### config.mk
export PLATFORM = sky130hd
export DESIGN_NAME = ifss_mem
export DESIGN_NICKNAME = d
export VERILOG_FILES = /design/src/sv/ifss_mem.sv
export SDC_FILE = /design/constraint.sdc
export NUM_CORES = 1
export LEC_CHECK = 0
export BUFFER_PORTS_ARGS = -buffer_cell sky130_fd_sc_hd__clkbuf_2
export CAP_MARGIN = 5
export CORE_MARGIN = 10
export CORE_UTILIZATION = 42
export DETAILED_ROUTE_END_ITERATION = 10
export GPL_ROUTABILITY_DRIVEN = 0
export GPL_TIMING_DRIVEN = 0
export PLACE_DENSITY_LB_ADDON = 0.25
export SLEW_MARGIN = 15
export SYNTH_ARGS = -nofsm -noshare
export SYNTH_HDL_FRONTEND = slang
export SYNTH_SLANG_ARGS = --single-unit
### constraint.sdc
create_clock -name clock -period 5.9 [get_ports clock]
set_input_delay 0.885 -clock clock [delete_from_list [all_inputs] [get_ports clock]]
set_output_delay 0.885 -clock clock [all_outputs]
set_load 0.02 [all_outputs]
### src/sv/ifss_mem.sv
// Entry store of the queue: one write port, one registered read port.
// No package dependency.
`timescale 1ns / 1ps
module ifss_mem #(
   parameter int DEPTH      = 16,
   parameter int DATA_WIDTH = 32
) (
   input  logic                     clock,
   input  logic                     wr_en,
   input  logic [$clog2(DEPTH)-1:0] wr_addr,
   input  logic [DATA_WIDTH-1:0]    wr_data,
   input  logic [$clog2(DEPTH)-1:0] rd_addr,
   output logic [DATA_WIDTH-1:0]    rd_data
);
   logic [DATA_WIDTH-1:0] mem [DEPTH];
   logic [DATA_WIDTH-1:0] rd_data_ff;

   always_ff @(posedge clock) begin
      if (wr_en) begin
         mem[wr_addr] <= wr_data;
      end
      rd_data_ff <= mem[rd_addr];
   end
   assign rd_data = rd_data_ff;
endmodule

==> results by stage <==
Critical path:
- The largest delay contributor family on the critical path is simple AND/OR/NAND/NOR gates.
- The largest incremental delay on the critical path is 770 ps.
- The critical path contains buffers and inverters numbering 3 combined.
- The required arrival time at the worst endpoint is 6200 ps.
- The highest net fanout along the worst path is 8.
- The type of element launching the critical path is an input port.
- STA puts the critical path data arrival time at 2640 ps.
- The signal on the critical path passes through clkbuf_2, nand3b_1, nor3_2, buf_4, buf_6.
- The type of the worst setup path is in2reg.
- The slowest library cell on the worst path is sky130_fd_sc_hd__nor3_2.
- The category of the worst setup path capture point is a register.

CTS:
- The post-CTS setup buffer count is 0.
- Counting along the longest clock path gives a buffer depth of 3.
- The post-cts sizing count is 0.
- TritonCTS built the clock tree.
- The clock tree synthesis step divided the H-tree into 2 levels.
- After clock tree synthesis, the clock-pin slew on the worst setup and hold paths is 60 ps.
- Counting the buffers created by CTS gives 55.
- In this run, post-CTS hold repair placed 0 buffers.
- At the later pin of the worst-skew pair, clock insertion delay measures 600 ps.
- The CTS root buffer is sky130_fd_sc_hd__clkbuf_16.
- Counting every sink on the clock net gives 544.

Synthesis:
- The post-synthesis area per instance is 23.7 sq um.
- The cell area after synthesis is 0.0199 sq mm.
- The number of storage elements in the synthesis netlist is 544.
- Of the synthesized area, sequential elements account for 0.807.
- The number of distinct standard cells referenced by the synthesized netlist is 18.
- The share of synthesized area in the top cell type comes to 0.774.
- Counting every instance in the synthesized netlist gives 838.
- The total number of yosys warnings is 0.
- The cell type with the largest total area after synthesis is sky130_fd_sc_hd__edfxtp_1.
- When the netlist entered floorplanning its net count stood at 880.
- Sorting the synthesized cells by area gives the leading types as sky130_fd_sc_hd__edfxtp_1, sky130_fd_sc_hd__mux4_2, sky130_fd_sc_hd__dfxtp_1.

Floorplanning:
- The core box area is 0.0467 sq mm.
- The total number of placement rows is 79.
- The initial standard-cell utilization of the core is 0.426.
- The height of the die is 237 microns.
- Measured along the x axis, the die boundary spans 237 microns.
- The number of placed I/O pins is 74.
- The floorplan step defined a die boundary enclosing 0.0564 sq mm.

Final layout:
- The post-synthesis to final-layout area growth is 18.0%.
- The multi-input gate area in the final layout is 0.00373 sq mm.
- The proportion of layout cells with a drive suffix above 1 is 0.332.
- Leaving out fill and tap cells, the most frequent cells in the layout are sky130_fd_sc_hd__edfxtp_1, sky130_fd_sc_hd__mux4_2, sky130_fd_sc_hd__clkbuf_2.
- The final layout net count is 1,043.
- The commonest non-fill, non-tap cell in the layout is sky130_fd_sc_hd__edfxtp_1.
- The total of fill cells in the finished design is 3,728.
- Summing all flip-flop and latch instances after layout gives 0.0160 sq mm.
- The final instance area is 0.0234 sq mm.

Pwr:
- In this run the static leakage power is 7.57 nW.
- In this run the power density over the cells is 350 mW/mm^2.
- VDD sags by at most 0.240 mV.

Global routing:
- The initial antenna violation count is 2.
- Entering global routing, the biggest net connects 20 pins.
- The first global-routing pass estimated 66,100 microns of wire.
- The via count of the first global-routing pass is 9,814.
- Global routing finished with a remaining overflow of 0.
- Across every metal layer, demand over resource in global routing totals 0.159.

Detailed routing:
- The iteration-0 DRC count of the detailed router is 873.
- The routed via count is 9,200.
- The detailed-route wire length per cell is 26.9 microns.
- The number of remaining DRC errors is 0.
- The count of nets left with antenna violations once routing finished came out at 0.
- The number of vias per cell is 5.56.
- The total detailed-routing wirelength is 44,600 microns.
- The first detailed-routing pass took 7 iterations.

STA:
- The setup TNS is 0 ps.
- The max-slew violation count came to 0.
- The setup-violating endpoint count in the final report is 0.
- The clock skew after layout is 15.5 ps.
- Setup repair after global routing left no endpoint under its margin.
- Setup slack closes at 3560 ps.
- The final hold violation count was 0.
- Derived from the worst setup path, the maximum achievable clock frequency is 428 MHz.
- The share of the clock period used by the worst path is 0.396.
- Headroom to the max-slew limit came out at 0.368.
- Counting I/O delays and the setup requirement, the final critical path takes 2340 ps.
- The slew at the pin closest to its max-slew limit is 948 ps.

Placed design:
- The detailed placer's ending HPWL is 27,400 microns.
- Before CTS, the worst setup slack after placement is 2980 ps.
- The number of input and output port buffers inserted is 71.
- The placed instances occupy a cell area of 0.0217 sq mm.

Run:
- Max-cap violations in this run came to 0.

Worst hold path:
- The path type of the worst min-delay path is reg2reg.

Outcome:
- The run finished with clean final reports.
-- metrics by stage --
step                hold WS, ps  total power [mW]  cells   util
floorplan                   635              4.66    838      -
global placement            646              4.84   1516  0.449
detailed placement          665              4.87   1551  0.464
CTS                         659              8.28   1653  0.502
global route                695              8.45   1653  0.502
finish                      672              8.19   1654  0.502
-- kinds of logic after synthesis --
family | share of synthesized area
AOI/OAI and AO/OA | 0.0242
muxes | 0.145
DFF | 0.807
and+or+nand+nor | 0.0127
buffers and inverters | 0.0112
-- power breakdown --
group | switching [mW] | total, mW | leakage [nW] | internal [mW]
Combinational | 0.266 | 0.432 | 1.81 | 0.166
Clock | 1.42 | 3.42 | 0.867 | 2.00
Sequential | 0.0210 | 4.34 | 4.89 | 4.32
-- sequential cells by signal, indices dropped and copies added, names as in the netlist --
name and flops:
mem 512, rd_data 32
-- layout make-up --
class | instances | area share
sequential | 544 | 0.683
multi-input combinational | 251 | 0.159
clock buffer | 68 | 0.0617
timing repair buffer | 106 | 0.0404
tap | 607 | 0.0324
clock inverter | 34 | 0.0137
buffer | 43 | 0.00950
antenna | 1 | 0.000107
-- final timing paths --
| path | startpoint | endpoint | slack, ps | cells after the start |
|---|---|---|---|---|
| worst min register to register | mem[15][8] | rd_data[8] | 670 | 3 |
| worst max-delay path | wr_addr[3] | mem[4][4] | 3560 | 5 |
| worst min-delay path | mem[15][8] | rd_data[8] | 670 | 3 |
| worst max register to register | mem[11][18] | rd_data[18] | 4470 | 3 |
-- per-layer routing --
metal  track usage  up-vias  routed length, microns
li1              -     3915                       -
met1         0.225     4942                   20000
met2         0.248      273                   21000
met3        0.0305       68                    2650
met4        0.0466        2                     934
met5             0        -                      13
-- worst register-to-register path: cells and delay by family (launching register included) --
family,cells,cell delay [ps]
compound gates,1,280
simple gates,1,160
mux,1,490
flops,1,370
-- synthesized netlist by cell type --
library cell / number
sky130_fd_sc_hd__buf_2: 4
sky130_fd_sc_hd__buf_6: 2
sky130_fd_sc_hd__nor2b_1: 2
sky130_fd_sc_hd__a22oi_1: 64
sky130_fd_sc_hd__nand2b_1: 2
sky130_fd_sc_hd__nand3b_1: 2
sky130_fd_sc_hd__buf_4: 11
sky130_fd_sc_hd__buf_1: 9
sky130_fd_sc_hd__and2_1: 1
sky130_fd_sc_hd__clkbuf_1: 17
sky130_fd_sc_hd__nand2_1: 33
sky130_fd_sc_hd__dfxtp_1: 32
sky130_fd_sc_hd__mux4_2: 128
sky130_fd_sc_hd__edfxtp_1: 512
sky130_fd_sc_hd__nand3_1: 1
sky130_fd_sc_hd__nor3_1: 4
sky130_fd_sc_hd__or3b_2: 1
sky130_fd_sc_hd__nor2_1: 13
Note: power is estimated with default switching activity, not from simulation.
